$ cat config.mk
export PLATFORM = sky130hd
export DESIGN_NAME = gesture_sequence_matcher_core_flat
export DESIGN_NICKNAME = d
export VERILOG_FILES = /design/src/rtl/gsm_pkg.sv /design/src/rtl/gsm_if.sv /design/src/rtl/gesture_sequence_matcher_core.sv /design/src/rtl/gsm_ram.sv /design/src/flat_wrapper.sv
export SDC_FILE = /design/constraint.sdc
export NUM_CORES = 1
export LEC_CHECK = 0
export ABC_AREA = 1
export BUFFER_PORTS_ARGS = -buffer_cell sky130_fd_sc_hd__buf_4
export CAP_MARGIN = 25
export CORE_ASPECT_RATIO = 1.5
export CORE_MARGIN = 2
export CORE_UTILIZATION = 35
export DETAILED_ROUTE_END_ITERATION = 10
export HOLD_SLACK_MARGIN = 0.02
export REMOVE_ABC_BUFFERS = 1
export SYNTH_ARGS = -nofsm -noshare
export SYNTH_HDL_FRONTEND = slang
export SYNTH_SLANG_ARGS = --single-unit
$ cat constraint.sdc
create_clock -name clk_i -period 13.2 [get_ports clk_i]
set_clock_uncertainty 0.15 [all_clocks]
set_input_delay 2.64 -clock clk_i [delete_from_list [all_inputs] [get_ports clk_i]]
set_output_delay 2.64 -clock clk_i [all_outputs]
set_load 0.02 [all_outputs]
$ cat src/rtl/gsm_pkg.sv
// ----------------------------------------------------------------------------
// Gesture sequence matcher package
// Field widths, action codes and default sizes shared by the matcher files.
// ----------------------------------------------------------------------------
package gsm_pkg;

  // Word field widths on the channels
  localparam int unsigned ACTION_W   = 2;
  localparam int unsigned GESTURE_W  = 4;
  localparam int unsigned TICKS_W    = 32;
  localparam int unsigned SEQ_IDX_W  = 3;
  localparam int unsigned STEP_IDX_W = 3;
  localparam int unsigned SEQ_LEN_W  = 4;
  localparam int unsigned GAP_W      = 32;
  localparam int unsigned MASK_W     = 8;

  // Default sizes of the combo store
  localparam int unsigned DEF_NUM_SEQUENCES = 8;
  localparam int unsigned DEF_MAX_STEPS     = 8;
  localparam int unsigned DEF_CODE_BITS     = 4;
  localparam int unsigned DEF_TIME_BITS     = 32;

  // Item actions
  typedef enum logic [ACTION_W-1:0] {
    ACT_GESTURE = 2'd0,
    ACT_STEP    = 2'd1,
    ACT_DEFINE  = 2'd2,
    ACT_CLEAR   = 2'd3
  } action_e;

endpackage

$ cat src/rtl/gsm_if.sv
// ----------------------------------------------------------------------------
// Gesture sequence matcher channels
// Valid/ready channels for input words and result words.
// ----------------------------------------------------------------------------
interface gsm_in_if;
  logic                                valid;
  logic                                ready;
  gsm_pkg::action_e                    action;
  logic [gsm_pkg::GESTURE_W-1:0]       gesture;
  logic [gsm_pkg::TICKS_W-1:0]         time_ticks;
  logic [gsm_pkg::SEQ_IDX_W-1:0]       seq_index;
  logic [gsm_pkg::STEP_IDX_W-1:0]      step_index;
  logic [gsm_pkg::SEQ_LEN_W-1:0]       seq_length;
  logic [gsm_pkg::GAP_W-1:0]           max_gap;

  modport source (
    output valid, action, gesture, time_ticks, seq_index, step_index, seq_length, max_gap,
    input  ready
  );
  modport sink (
    input  valid, action, gesture, time_ticks, seq_index, step_index, seq_length, max_gap,
    output ready
  );
endinterface

interface gsm_out_if;
  logic                          valid;
  logic                          ready;
  logic [gsm_pkg::MASK_W-1:0]    completed_mask;
  logic                          accepted;

  modport source (output valid, completed_mask, accepted, input ready);
  modport sink   (input valid, completed_mask, accepted, output ready);
endinterface

$ cat src/rtl/gesture_sequence_matcher_core.sv
// ----------------------------------------------------------------------------
// Gesture sequence matcher core
// Matches timestamped gesture codes against stored combos, one slot at a time
// through a shared gap comparator, and returns one result word per input word.
// ----------------------------------------------------------------------------
// Sequence: a nonzero gesture event visits every slot in turn, with slot read,
//   gap compare and step read, match and update per slot; step write and
//   define go straight to the result; clear progress writes every slot's progress.
// Throughput: one word at a time; the next word is taken once the core is idle,
//   even while the previous result still waits on the output register.
// Reset: a clearing pass over all NUM_SEQUENCES*MAX_STEPS entries zeroes the tables;
//   no input word is accepted during it.
module gesture_sequence_matcher_core #(
  parameter int unsigned NUM_SEQUENCES = gsm_pkg::DEF_NUM_SEQUENCES,
  parameter int unsigned MAX_STEPS     = gsm_pkg::DEF_MAX_STEPS,
  parameter int unsigned CODE_BITS     = gsm_pkg::DEF_CODE_BITS,
  parameter int unsigned TIME_BITS     = gsm_pkg::DEF_TIME_BITS
) (
  input  logic              clk_i,
  input  logic              rst_ni,
  gsm_in_if.sink            in_i,
  gsm_out_if.source         out_o
);

  localparam int unsigned SEQ_W     = (NUM_SEQUENCES > 1) ? $clog2(NUM_SEQUENCES) : 1;
  localparam int unsigned STEP_W    = (MAX_STEPS > 1) ? $clog2(MAX_STEPS) : 1;
  localparam int unsigned LEN_W     = $clog2(MAX_STEPS + 1);
  localparam int unsigned TBL_DEPTH = NUM_SEQUENCES * MAX_STEPS;
  localparam int unsigned TBL_AW    = (TBL_DEPTH > 1) ? $clog2(TBL_DEPTH) : 1;
  localparam int unsigned CFG_W     = LEN_W + TIME_BITS;
  localparam int unsigned PROG_W    = STEP_W + TIME_BITS;
  localparam int unsigned MASK_W    = gsm_pkg::MASK_W;

  // State codes
  localparam logic [2:0] ST_CLEAR = 3'd0;
  localparam logic [2:0] ST_IDLE  = 3'd1;
  localparam logic [2:0] ST_EXEC  = 3'd2;
  localparam logic [2:0] ST_RD    = 3'd3;
  localparam logic [2:0] ST_TMO   = 3'd4;
  localparam logic [2:0] ST_MATCH = 3'd5;
  localparam logic [2:0] ST_CLRP  = 3'd6;
  localparam logic [2:0] ST_DONE  = 3'd7;

  logic [2:0]        state_q, state_d;
  logic [TBL_AW-1:0] clr_cnt_q, clr_cnt_d;
  logic [SEQ_W-1:0]  slot_q, slot_d;
  logic              out_valid_q, out_valid_d;

  // Latched word
  gsm_pkg::action_e                  act_q;
  logic [CODE_BITS-1:0]              code_q;
  logic [TIME_BITS-1:0]              now_q;
  logic [gsm_pkg::SEQ_IDX_W-1:0]     seq_q;
  logic [gsm_pkg::STEP_IDX_W-1:0]    stp_q;
  logic [gsm_pkg::SEQ_LEN_W-1:0]     len_in_q;
  logic [TIME_BITS-1:0]              gap_in_q;

  // Per-slot working registers
  logic [LEN_W-1:0]     len_q, len_d;
  logic [STEP_W-1:0]    p_q, p_d;
  logic [TIME_BITS-1:0] last_q, last_d;
  logic [CODE_BITS-1:0] first_q, first_d;
  logic [MASK_W-1:0]    mask_q, mask_d;
  logic                 res_ok_q, res_ok_d;
  logic [MASK_W-1:0]    out_mask_q;
  logic                 out_ok_q;

  // RAM ports
  logic                 step_we, cfg_we, prog_we;
  logic [TBL_AW-1:0]    step_waddr, step_raddr;
  logic [CODE_BITS-1:0] step_wdata, step_rdata;
  logic [SEQ_W-1:0]     slot_waddr;
  logic [CFG_W-1:0]     cfg_wdata, cfg_rdata;
  logic [PROG_W-1:0]    prog_wdata, prog_rdata;

  // Slot word fields
  logic [LEN_W-1:0]     rd_len;
  logic [TIME_BITS-1:0] rd_gap;
  logic [STEP_W-1:0]    rd_p;
  logic [TIME_BITS-1:0] rd_last;
  logic [TIME_BITS-1:0] gap_diff;
  logic                 timed_out;
  logic                 stale;
  logic [STEP_W-1:0]    p_eff;
  logic [TBL_AW-1:0]    base_addr;

  // Match step
  logic                 hit;
  logic                 restart;
  logic [LEN_W-1:0]     p_inc;
  logic                 complete;
  logic [STEP_W-1:0]    p_new;

  // Item checks
  logic                 seq_ok;
  logic                 stp_ok;
  logic [LEN_W-1:0]     len_sat;

  logic in_fire;
  logic out_fire;

  assign in_fire  = in_i.valid & in_i.ready;
  assign out_fire = out_valid_q & out_o.ready;

  // Tables
  gsm_ram #(.WIDTH(CODE_BITS), .DEPTH(TBL_DEPTH)) u_step_ram (
    .clk_i   (clk_i),
    .we_i    (step_we),
    .waddr_i (step_waddr),
    .wdata_i (step_wdata),
    .raddr_i (step_raddr),
    .rdata_o (step_rdata)
  );

  gsm_ram #(.WIDTH(CFG_W), .DEPTH(NUM_SEQUENCES)) u_cfg_ram (
    .clk_i   (clk_i),
    .we_i    (cfg_we),
    .waddr_i (slot_waddr),
    .wdata_i (cfg_wdata),
    .raddr_i (slot_q),
    .rdata_o (cfg_rdata)
  );

  gsm_ram #(.WIDTH(PROG_W), .DEPTH(NUM_SEQUENCES)) u_prog_ram (
    .clk_i   (clk_i),
    .we_i    (prog_we),
    .waddr_i (slot_waddr),
    .wdata_i (prog_wdata),
    .raddr_i (slot_q),
    .rdata_o (prog_rdata)
  );

  // Slot word unpacking and the shared gap comparator
  assign rd_len    = cfg_rdata[TIME_BITS +: LEN_W];
  assign rd_gap    = cfg_rdata[TIME_BITS-1:0];
  assign rd_p      = prog_rdata[TIME_BITS +: STEP_W];
  assign rd_last   = prog_rdata[TIME_BITS-1:0];
  assign gap_diff  = now_q - rd_last;
  assign timed_out = (rd_p != '0) && (gap_diff > rd_gap);
  assign stale     = LEN_W'(rd_p) >= rd_len;
  assign p_eff     = (stale || timed_out) ? '0 : rd_p;
  assign base_addr = TBL_AW'(TBL_AW'(slot_q) * MAX_STEPS);

  // Match against the expected step
  assign hit      = (code_q == step_rdata);
  assign restart  = !hit && (code_q == first_q);
  assign p_inc    = LEN_W'(p_q) + LEN_W'(1);
  assign complete = hit && (p_inc == len_q);
  always_comb begin
    if (hit) begin
      p_new = complete ? '0 : STEP_W'(p_inc);
    end else if (restart) begin
      p_new = STEP_W'(1);
    end else begin
      p_new = '0;
    end
  end

  // Range checks on write and define words
  assign seq_ok  = 32'(seq_q) < NUM_SEQUENCES;
  assign stp_ok  = 32'(stp_q) < MAX_STEPS;
  assign len_sat = (32'(len_in_q) > MAX_STEPS) ? LEN_W'(MAX_STEPS) : LEN_W'(len_in_q);

  // Sequencer
  always_comb begin
    state_d     = state_q;
    clr_cnt_d   = clr_cnt_q;
    slot_d      = slot_q;
    out_valid_d = out_valid_q;
    len_d       = len_q;
    p_d         = p_q;
    last_d      = last_q;
    first_d     = first_q;
    mask_d      = mask_q;
    res_ok_d    = res_ok_q;

    step_we     = 1'b0;
    step_waddr  = TBL_AW'(TBL_AW'(seq_q) * MAX_STEPS) + TBL_AW'(stp_q);
    step_wdata  = code_q;
    step_raddr  = base_addr;
    cfg_we      = 1'b0;
    prog_we     = 1'b0;
    slot_waddr  = SEQ_W'(seq_q);
    cfg_wdata   = {len_sat, gap_in_q};
    prog_wdata  = '0;

    if (out_fire) begin
      out_valid_d = 1'b0;
    end

    unique case (state_q)
      ST_CLEAR: begin
        step_we    = 1'b1;
        step_waddr = clr_cnt_q;
        step_wdata = '0;
        slot_waddr = SEQ_W'(clr_cnt_q);
        cfg_wdata  = '0;
        if (32'(clr_cnt_q) < NUM_SEQUENCES) begin
          cfg_we  = 1'b1;
          prog_we = 1'b1;
        end
        if (clr_cnt_q == TBL_AW'(TBL_DEPTH - 1)) begin
          state_d = ST_IDLE;
        end else begin
          clr_cnt_d = clr_cnt_q + TBL_AW'(1);
        end
      end
      ST_IDLE: begin
        if (in_fire) begin
          state_d = ST_EXEC;
        end
      end
      ST_EXEC: begin
        res_ok_d = 1'b1;
        mask_d   = '0;
        slot_d   = '0;
        state_d  = ST_DONE;
        unique case (act_q)
          gsm_pkg::ACT_GESTURE: begin
            if (code_q != '0) begin
              state_d = ST_RD;
            end
          end
          gsm_pkg::ACT_STEP: begin
            step_we  = seq_ok && stp_ok;
            res_ok_d = seq_ok && stp_ok;
          end
          gsm_pkg::ACT_DEFINE: begin
            cfg_we   = seq_ok && (len_in_q != '0);
            prog_we  = seq_ok && (len_in_q != '0);
            res_ok_d = seq_ok && (len_in_q != '0);
          end
          gsm_pkg::ACT_CLEAR: begin
            state_d = ST_CLRP;
          end
          default: begin
            state_d = ST_DONE;
          end
        endcase
      end
      ST_RD: begin
        // slot word and first step are read here
        state_d = ST_TMO;
      end
      ST_TMO: begin
        len_d      = rd_len;
        p_d        = p_eff;
        last_d     = rd_last;
        first_d    = step_rdata;
        step_raddr = base_addr + TBL_AW'(p_eff);
        state_d    = ST_MATCH;
      end
      ST_MATCH: begin
        slot_waddr = slot_q;
        prog_we    = (len_q != '0);
        prog_wdata = {p_new, (hit || restart) ? now_q : last_q};
        if (complete) begin
          mask_d = mask_q | (MASK_W'(1) << slot_q);
        end
        if (slot_q == SEQ_W'(NUM_SEQUENCES - 1)) begin
          state_d = ST_DONE;
        end else begin
          slot_d  = slot_q + SEQ_W'(1);
          state_d = ST_RD;
        end
      end
      ST_CLRP: begin
        slot_waddr = slot_q;
        prog_we    = 1'b1;
        if (slot_q == SEQ_W'(NUM_SEQUENCES - 1)) begin
          state_d = ST_DONE;
        end else begin
          slot_d = slot_q + SEQ_W'(1);
        end
      end
      ST_DONE: begin
        if (!out_valid_q || out_o.ready) begin
          out_valid_d = 1'b1;
          state_d     = ST_IDLE;
        end
      end
      default: begin
        state_d = ST_IDLE;
      end
    endcase
  end

  // Control registers
  always_ff @(posedge clk_i or negedge rst_ni) begin
    if (!rst_ni) begin
      state_q     <= ST_CLEAR;
      clr_cnt_q   <= '0;
      slot_q      <= '0;
      out_valid_q <= 1'b0;
    end else begin
      state_q     <= state_d;
      clr_cnt_q   <= clr_cnt_d;
      slot_q      <= slot_d;
      out_valid_q <= out_valid_d;
    end
  end

  // Payload registers
  always_ff @(posedge clk_i) begin
    if (in_fire) begin
      act_q    <= in_i.action;
      code_q   <= CODE_BITS'(in_i.gesture);
      now_q    <= TIME_BITS'(in_i.time_ticks);
      seq_q    <= in_i.seq_index;
      stp_q    <= in_i.step_index;
      len_in_q <= in_i.seq_length;
      gap_in_q <= TIME_BITS'(in_i.max_gap);
    end
    len_q    <= len_d;
    p_q      <= p_d;
    last_q   <= last_d;
    first_q  <= first_d;
    mask_q   <= mask_d;
    res_ok_q <= res_ok_d;
    if (state_q == ST_DONE && (!out_valid_q || out_o.ready)) begin
      out_mask_q <= mask_q;
      out_ok_q   <= res_ok_q;
    end
  end

  // Channel outputs
  assign in_i.ready           = (state_q == ST_IDLE);
  assign out_o.valid          = out_valid_q;
  assign out_o.completed_mask = out_mask_q;
  assign out_o.accepted       = out_ok_q;

  // Checks
  a_slot_range: assert property (@(posedge clk_i) disable iff (!rst_ni)
    (state_q == ST_RD || state_q == ST_TMO || state_q == ST_MATCH || state_q == ST_CLRP)
      |-> (32'(slot_q) < NUM_SEQUENCES))
    else $error("slot counter beyond last combo slot");

  a_prog_below_len: assert property (@(posedge clk_i) disable iff (!rst_ni)
    (state_q == ST_MATCH && len_q != '0) |-> (LEN_W'(p_new) < len_q))
    else $error("progress written at or above combo length");

  a_mask_only_gesture: assert property (@(posedge clk_i) disable iff (!rst_ni)
    (state_q == ST_DONE && act_q != gsm_pkg::ACT_GESTURE) |-> (mask_q == '0))
    else $error("completion mask set by a non-gesture word");

  a_reject_kind: assert property (@(posedge clk_i) disable iff (!rst_ni)
    (state_q == ST_DONE && !res_ok_q)
      |-> (act_q == gsm_pkg::ACT_STEP || act_q == gsm_pkg::ACT_DEFINE))
    else $error("rejection on a word that cannot be rejected");

  a_result_from_done: assert property (@(posedge clk_i) disable iff (!rst_ni)
    $rose(out_valid_q) |-> ($past(state_q) == ST_DONE))
    else $error("result word raised outside the done state");

endmodule

$ cat src/rtl/gsm_ram.sv
// ----------------------------------------------------------------------------
// Gesture sequence matcher RAM
// Simple dual-port RAM: one write port, one read port with registered data.
// ----------------------------------------------------------------------------
module gsm_ram #(
  parameter int unsigned WIDTH = gsm_pkg::GESTURE_W,
  parameter int unsigned DEPTH = gsm_pkg::DEF_NUM_SEQUENCES,
  localparam int unsigned AW   = (DEPTH > 1) ? $clog2(DEPTH) : 1
) (
  input  logic             clk_i,
  input  logic             we_i,
  input  logic [AW-1:0]    waddr_i,
  input  logic [WIDTH-1:0] wdata_i,
  input  logic [AW-1:0]    raddr_i,
  output logic [WIDTH-1:0] rdata_o
);

  logic [WIDTH-1:0] mem_q [DEPTH];
  logic [WIDTH-1:0] rdata_q;

  always_ff @(posedge clk_i) begin
    if (we_i) begin
      mem_q[waddr_i] <= wdata_i;
    end
    rdata_q <= mem_q[raddr_i];
  end

  assign rdata_o = rdata_q;

endmodule
$ cat src/flat_wrapper.sv
// flat-port wrapper written by rule: the top's interface ports become plain ports
module gesture_sequence_matcher_core_flat 
#(
  parameter int unsigned NUM_SEQUENCES = gsm_pkg::DEF_NUM_SEQUENCES,
  parameter int unsigned MAX_STEPS     = gsm_pkg::DEF_MAX_STEPS,
  parameter int unsigned CODE_BITS     = gsm_pkg::DEF_CODE_BITS,
  parameter int unsigned TIME_BITS     = gsm_pkg::DEF_TIME_BITS
)
  (clk_i, rst_ni, in_i_valid, in_i_action, in_i_gesture, in_i_time_ticks, in_i_seq_index, in_i_step_index, in_i_seq_length, in_i_max_gap, in_i_ready, out_o_valid, out_o_completed_mask, out_o_accepted, out_o_ready);
  gsm_in_if in_i_i ();
  gsm_out_if out_o_i ();
  input  logic clk_i;
  input  logic rst_ni;
  input wire logic [$bits(in_i_i.valid)-1:0] in_i_valid;
  input wire logic [$bits(in_i_i.action)-1:0] in_i_action;
  input wire logic [$bits(in_i_i.gesture)-1:0] in_i_gesture;
  input wire logic [$bits(in_i_i.time_ticks)-1:0] in_i_time_ticks;
  input wire logic [$bits(in_i_i.seq_index)-1:0] in_i_seq_index;
  input wire logic [$bits(in_i_i.step_index)-1:0] in_i_step_index;
  input wire logic [$bits(in_i_i.seq_length)-1:0] in_i_seq_length;
  input wire logic [$bits(in_i_i.max_gap)-1:0] in_i_max_gap;
  output wire logic [$bits(in_i_i.ready)-1:0] in_i_ready;
  output wire logic [$bits(out_o_i.valid)-1:0] out_o_valid;
  output wire logic [$bits(out_o_i.completed_mask)-1:0] out_o_completed_mask;
  output wire logic [$bits(out_o_i.accepted)-1:0] out_o_accepted;
  input wire logic [$bits(out_o_i.ready)-1:0] out_o_ready;
  assign in_i_i.valid = in_i_valid;
  assign in_i_i.action = in_i_action;
  assign in_i_i.gesture = in_i_gesture;
  assign in_i_i.time_ticks = in_i_time_ticks;
  assign in_i_i.seq_index = in_i_seq_index;
  assign in_i_i.step_index = in_i_step_index;
  assign in_i_i.seq_length = in_i_seq_length;
  assign in_i_i.max_gap = in_i_max_gap;
  assign in_i_ready = in_i_i.ready;
  assign out_o_valid = out_o_i.valid;
  assign out_o_completed_mask = out_o_i.completed_mask;
  assign out_o_accepted = out_o_i.accepted;
  assign out_o_i.ready = out_o_ready;
  gesture_sequence_matcher_core #(.NUM_SEQUENCES(NUM_SEQUENCES), .MAX_STEPS(MAX_STEPS), .CODE_BITS(CODE_BITS), .TIME_BITS(TIME_BITS)) u_core (.clk_i(clk_i), .rst_ni(rst_ni), .in_i(in_i_i), .out_o(out_o_i));
endmodule
==> results of run 1 <==
## worst max-delay path, delay by kind of cell, from the launching register on
kind / cells / cell delay [ns]
flops: 1 / 0.37
fa+ha+maj: 3 / 0.82
compound gates: 10 / 1.90
simple gates: 15 / 2.25
xor+xnor: 1 / 0.16
buf+inv: 3 / 0.88
## registers in the layout, summed over array words and instances (netlist names), 4 cells and up
name                         cells
u_core.len_in_q                  4
u_core.first_q                   4
u_core.u_cfg_ram.mem_q         288
u_core.u_step_ram.rdata_o        4
u_core.code_q                    4
u_core.gap_in_q                 32
u_core.len_q                     4
u_core.u_prog_ram.mem_q        280
u_core.now_q                    32
u_core.out_o.completed_mask      8
u_core.u_prog_ram.rdata_o       35
u_core.last_q                   32
u_core.mask_q                    8
u_core.u_step_ram.mem_q        256
u_core.u_cfg_ram.rdata_o        36
u_core.clr_cnt_q                 6
## where the power goes
part	switching (mW)	total, mW	leakage [nW]	internal [mW]
clock	1.28	2.99	1.65	1.71
sequential	0.225	4.64	9.60	4.42
combinational	2.32	3.28	7.38	0.961
total	3.82	10.9	18.6	7.09
## final cells by class
type                       count  area [um2]  share of cell area
tap                         1600        2000              0.0403
inverter                     444        1680              0.0339
sequential                  1053       30800               0.621
clock buffer                 124        2630              0.0530
clock inverter                62         792              0.0160
antenna                        1        2.50           0.0000504
timing repair buffer         138        1080              0.0218
multi-input combinational   2148       10600               0.214
## placed cells by master, fill, tap and decap left out, drive strengths merged, types with 20 or more instances in the layout
master / synthesis / final
o22ai: 71 / 71
ha: 78 / 78
xor2: 28 / 28
dfxtp: 75 / 75
buf: 51 / 137
a21oi: 104 / 104
inv: 442 / 449
nor2: 771 / 771
o21ai: 359 / 359
edfxtp: 965 / 965
nand2: 362 / 362
xnor2: 20 / 20
a31oi: 77 / 77
nand3: 206 / 206
clkbuf: 130 / 125
clkinv: 2 / 35
## kinds of logic (layout without fill, tap and decap cells)
group | Yosys count | in the layout
buffers and inverters | 625 | 768
adders and majority gates | 79 | 79
DFF | 1053 | 1053
other | 0 | 1
and+or+nand+nor | 1384 | 1384
AOI/OAI and AO/OA | 637 | 637
xor gates and xnor gates | 48 | 48
## worst min-delay path by stage
stage | start | endpoint | slack, ns | cells after the start
after detailed placement | u_core.u_prog_ram.rdata_o[1] | u_core.last_q[1] | 0.26 | 0
after global placement | u_core.u_prog_ram.rdata_o[7] | u_core.last_q[7] | 0.26 | 0
after floorplan | u_core.res_ok_q | u_core.out_o.accepted | 0.25 | 0
after global routing | u_core.u_prog_ram.rdata_o[1] | u_core.last_q[1] | 0.29 | 0
final | u_core.u_prog_ram.rdata_o[15] | u_core.last_q[15] | 0.28 | 0
after CTS | u_core.u_prog_ram.rdata_o[1] | u_core.last_q[1] | 0.28 | 0
## stage by stage
step	setup slack, ns	util	power, mW	cell area [um2]	instances
2_1_floorplan	0.943	-	6.87	42900	3645
3_3_place_gp	6.57	0.373	7.95	46200	5379
3_5_place_dp	6.46	0.373	8.00	46200	5381
4_1_cts	6.43	0.401	11.0	49600	5567
5_1_grt	5.93	0.401	11.6	49700	5570
6_report	6.50	0.401	10.9	49700	5570
## metal layers
metal	part of all wire	vias to the layer above	global-route usage
met5	0.00012	-	0
met4	0.034	2	0.0653
met3	0.040	192	0.0225
met2	0.52	641	0.297
met1	0.41	13552	0.196
li1	-	13221	-
==> impl_metrics.tcl, run 1 <==
set metrics [dict create \
    synth_mux_area_frac 0 \
    maxCapViolCount 0 \
    synth_warnings 0 \
    power_density_nw_per_um2 220 \
    synth_commonest_cells "edfxtp_1 (965), nor2_1 (769), inv_1 (441), nand2_1 (361), o21ai_0 (353)" \
    fin_crit_sh 0.508 \
    fillers 11628 \
    cts_sinks 1053 \
    io_buffers 94 \
    seq_area_frac_synth 0.704 \
    synth_fa_ha_area_frac 0.0228 \
    r2r_start "u_core.now_q[0]" \
    synth-seq-cells 1053 \
    worstSetupEndpointType "flip-flop" \
    leakagePower_nw 18.6 \
    synth_edf_count 965 \
    synth_top_area_cell "edfxtp_1" \
    fmax_mhz 149 \
    routabilityCongestion 0.863 \
    core_um2 124000 \
    hold_viol 0 \
    reg2reg_slack_ns 6.50 \
    vias 27608 \
    synth.avg_cell_area_um2 11.4 \
    ios 95 \
    cp.required_ns 13.65 \
    worst_slew_pin_slew_ns 1.05 \
    synthSimpleGateAreaFrac 0.128 \
    synth_top_family_by_area "simple AND/OR/NAND/NOR gates" \
    start_kind "flip-flop" \
    crit_type "reg -> reg" \
    drc 0 \
    setup_violations 0 \
    clk_pin_slew_ns 0.06 \
    cp_slowest_cell "buf_4" \
    final_nets 4047 \
    synth_compound_area_frac 0.0789 \
    grt_pass1_vias 27393 \
    start_util 0.353 \
    cts_buffers 99 \
    synth_xor_area_frac 0.00961 \
    slew_headroom 0.296 \
    track_usage 0.164 \
    die_h_um 437 \
    status "finished, final reports clean" \
    startpoint "u_core.now_q[0]" \
    cp_max_fo 92 \
    drt-vias-per-instance 4.96 \
    grt_first_pass_wirelength_mm 161 \
    min_period_ns 6.70 \
    syn_to_final_growth_pct 13.5 \
    antenna_left 0 \
    hpwl_mm 62.4 \
    synthesis.area_um2 43700 \
    clockBufferDepth 3 \
    hp-class "reg -> reg" \
    die_x_um 293 \
    overflow 0 \
    grt_max_degree 174 \
    antenna_found_initial 3 \
    finalWirelength_mm 106 \
    synth_most_common_cell "edfxtp_1" \
    arrival_ns 7.15 \
    synthArstFlopShare 0.0123 \
    drv_slew 0 \
    drive_gt1_frac 0.0857 \
    ir_drop_v 0.000137 \
    root_buffer "clkbuf_16" \
    synth.top_cell.area_share 0.663 \
    synth_area_leaders "edfxtp_1 (66%), nor2_1 (6.6%), o21ai_0 (4.0%), inv_1 (3.8%), dfxtp_1 (3.4%)" \
    h-tree-depth 3 \
    yosysUniqueCellTypes 50 \
    cpPeakStageDelay_ns 0.73 \
    worst_r2r_path_depth 32 \
    dr.pass1.iters 6 \
    syn_inst 3826 \
    tritoncts "done" \
    crit_path_end "u_core.u_step_ram.rdata_o[0]" \
    rows 158 \
    cts_resized 0 \
    dr.first_iter.drc_count 2068 \
    cts_hold_buf 0 \
    dieArea_um2 128000 \
    fin_setup_tns_ns 0 \
    rsz0062_at_grt "false" \
    drt-wirelength-per-cell_um 19.1 \
    clk_latency_ns 0.70 \
    r2r_end "u_core.u_step_ram.rdata_o[0]" \
    holdWs_ns 0.281 \
    synth_ff_type "edfxtp_1" \
    cts_setup_buffers 0 \
]
Power figures use the tool's default switching activity.
==> inputs of run 2 (changes only) <==
clock period = 6.2 ns   (was 13.2 ns; I/O delays follow)
==> impl_metrics.tcl, run 2 (same netlist as run 1, synthesis figures left out) <==
set metrics [dict create \
    status "finished, final reports clean" \
    layout_common_cells "edfxtp_1 (965), nor2_1 (746), inv_1 (440)" \
    finalWirelength_mm 106 \
    cts_hold_buf 0 \
    fmax_mhz 177 \
    finalInstanceArea_um2 49800 \
    clk_pin_slew_ns 0.06 \
    fin_crit_sh 0.911 \
    rsz0062_at_grt "false" \
    antenna_found_initial 6 \
    switching_power_mw 8.11 \
    tritoncts "done" \
    clk_latency_ns 0.71 \
    pwr-share-comb 0.306 \
    crit_type "reg -> reg" \
    internal_power_mw 15.2 \
    regMostFlops "u_core.u_cfg_ram.mem_q" \
    leakagePower_nw 18.8 \
    start_kind "flip-flop" \
    power_density_nw_per_um2 467 \
    slew_headroom 0.254 \
    cts_sinks 1053 \
    hp-class "in -> async" \
    overflow 0 \
    p_total_mw 23.3 \
    drc 0 \
    fin_setup_tns_ns 0 \
    switching_share 0.348 \
    worstSetupEndpointType "flip-flop" \
    final_nets 4066 \
    clkPwrFrac 0.271 \
    ios 95 \
    r2r_start "u_core.now_q[0]" \
    drt-vias-per-instance 4.93 \
    start_util 0.353 \
    p_seq_frac 0.423 \
    maxCapViolCount 0 \
    syn_to_final_growth_pct 14.0 \
    fillers 11625 \
    cts_buffers 99 \
    worst_r2r_path_depth 32 \
    grt_first_pass_wirelength_mm 162 \
    track_usage 0.165 \
    hpwl_mm 64.6 \
    h-tree-depth 3 \
    die_x_um 293 \
    drv_slew 0 \
    vias 27513 \
    grt_max_degree 135 \
    grt_pass1_vias 27598 \
    dr.first_iter.drc_count 1970 \
    largest_register_ffs 288 \
    io_buffers 94 \
    min_period_ns 5.65 \
    top_regs "u_core.u_cfg_ram.mem_q x288, u_core.u_prog_ram.mem_q x280, u_core.u_step_ram.mem_q x256" \
    drive_gt1_frac 0.0896 \
    cp_slowest_cell "fa_1" \
    ir_drop_v 0.000340 \
    root_buffer "clkbuf_16" \
    cpPeakStageDelay_ns 0.40 \
    arrival_ns 6.10 \
    cp_max_fo 44 \
    dr.pass1.iters 5 \
    clockBufferDepth 3 \
    core_um2 124000 \
    seqCellArea_um2 30800 \
    dpl-instance-area_um2 46400 \
    routabilityCongestion 0.856 \
    setup_violations 0 \
    worst_slew_pin_slew_ns 1.11 \
    drt-wirelength-per-cell_um 19.0 \
    cp_common_cell "nand3_1" \
    multi_input_area_um2 10600 \
    r2r_end "u_core.u_step_ram.rdata_o[3]" \
    dieArea_um2 128000 \
    cp.required_ns 6.65 \
    die_h_um 437 \
    final_util 0.403 \
    rows 158 \
    antenna_left 0 \
    hold_viol 0 \
    reg2reg_slack_ns 0.55 \
    layout_commonest_cell "edfxtp_1" \
]
run 2: power groups by stage:
stage,Combinational [mW],Clock [mW],Sequential (mW)
detailed placement,7.15,0,10.0
floorplan,4.63,0,10.0
global route,8.03,6.70,9.95
CTS,7.20,6.44,9.86
finish,7.12,6.31,9.86
global placement,7.05,0,10.0
run 2: cell type report:
type / count / share of cell area
Antenna cell: 1 / 0.0000502
Multi-Input combinational cell: 2148 / 0.214
Inverter: 444 / 0.0337
Tap cell: 1600 / 0.0402
Clock inverter: 57 / 0.0141
Sequential cell: 1053 / 0.618
Clock buffer: 126 / 0.0536
Timing Repair Buffer: 157 / 0.0265
run 2: critical path: cells and delay by family, from the launching register on:
kind                     cells  cell delay (ns)
AO/OA/AOI/OAI                8             1.39
XOR/XNOR                     1             0.16
adder cells (fa/ha/maj)      3             0.82
buffers and inverters        3             0.37
flip-flops                   1             0.35
AND/OR/NAND/NOR             17             2.27
run 2: worst max path at each step:
| stage | from | endpoint | cells past startpoint |
|---|---|---|---|
| after global routing | u_core.now_q[0] | u_core.u_step_ram.rdata_o[3] | 32 |
| after floorplan | u_core.slot_q[0] | u_core.mask_q[0] | 5 |
| after CTS | u_core.now_q[0] | u_core.u_step_ram.rdata_o[2] | 34 |
| after global placement | u_core.now_q[0] | u_core.u_step_ram.rdata_o[0] | 34 |
| after detailed placement | u_core.now_q[0] | u_core.u_step_ram.rdata_o[2] | 34 |
| final | u_core.now_q[0] | u_core.u_step_ram.rdata_o[3] | 32 |
run 2: per-stage QoR:
step                      hold slack (ns)  cells  worst slack (ns)
after CTS                           0.195   5583             0.341
after global routing                0.217   5586            0.0260
after global placement              0.261   5396             0.423
after floorplan                     0.250   3645             -6.06
after detailed placement            0.264   5400             0.328
final                               0.240   5586             0.551
run 2: routing by layer:
| metal | GRT usage | routed length, um |
|---|---|---|
| met1 | 0.197 | 43500 |
| met5 | 0 | 18 |
| met4 | 0.0562 | 3050 |
| met3 | 0.0251 | 4840 |
| met2 | 0.301 | 54600 |
run 2: repair_timing:
item / CTS / global route
setup buffers: 0 / 1
setup endpoints to repair: 0 / 4
gates resized for setup: 0 / 2
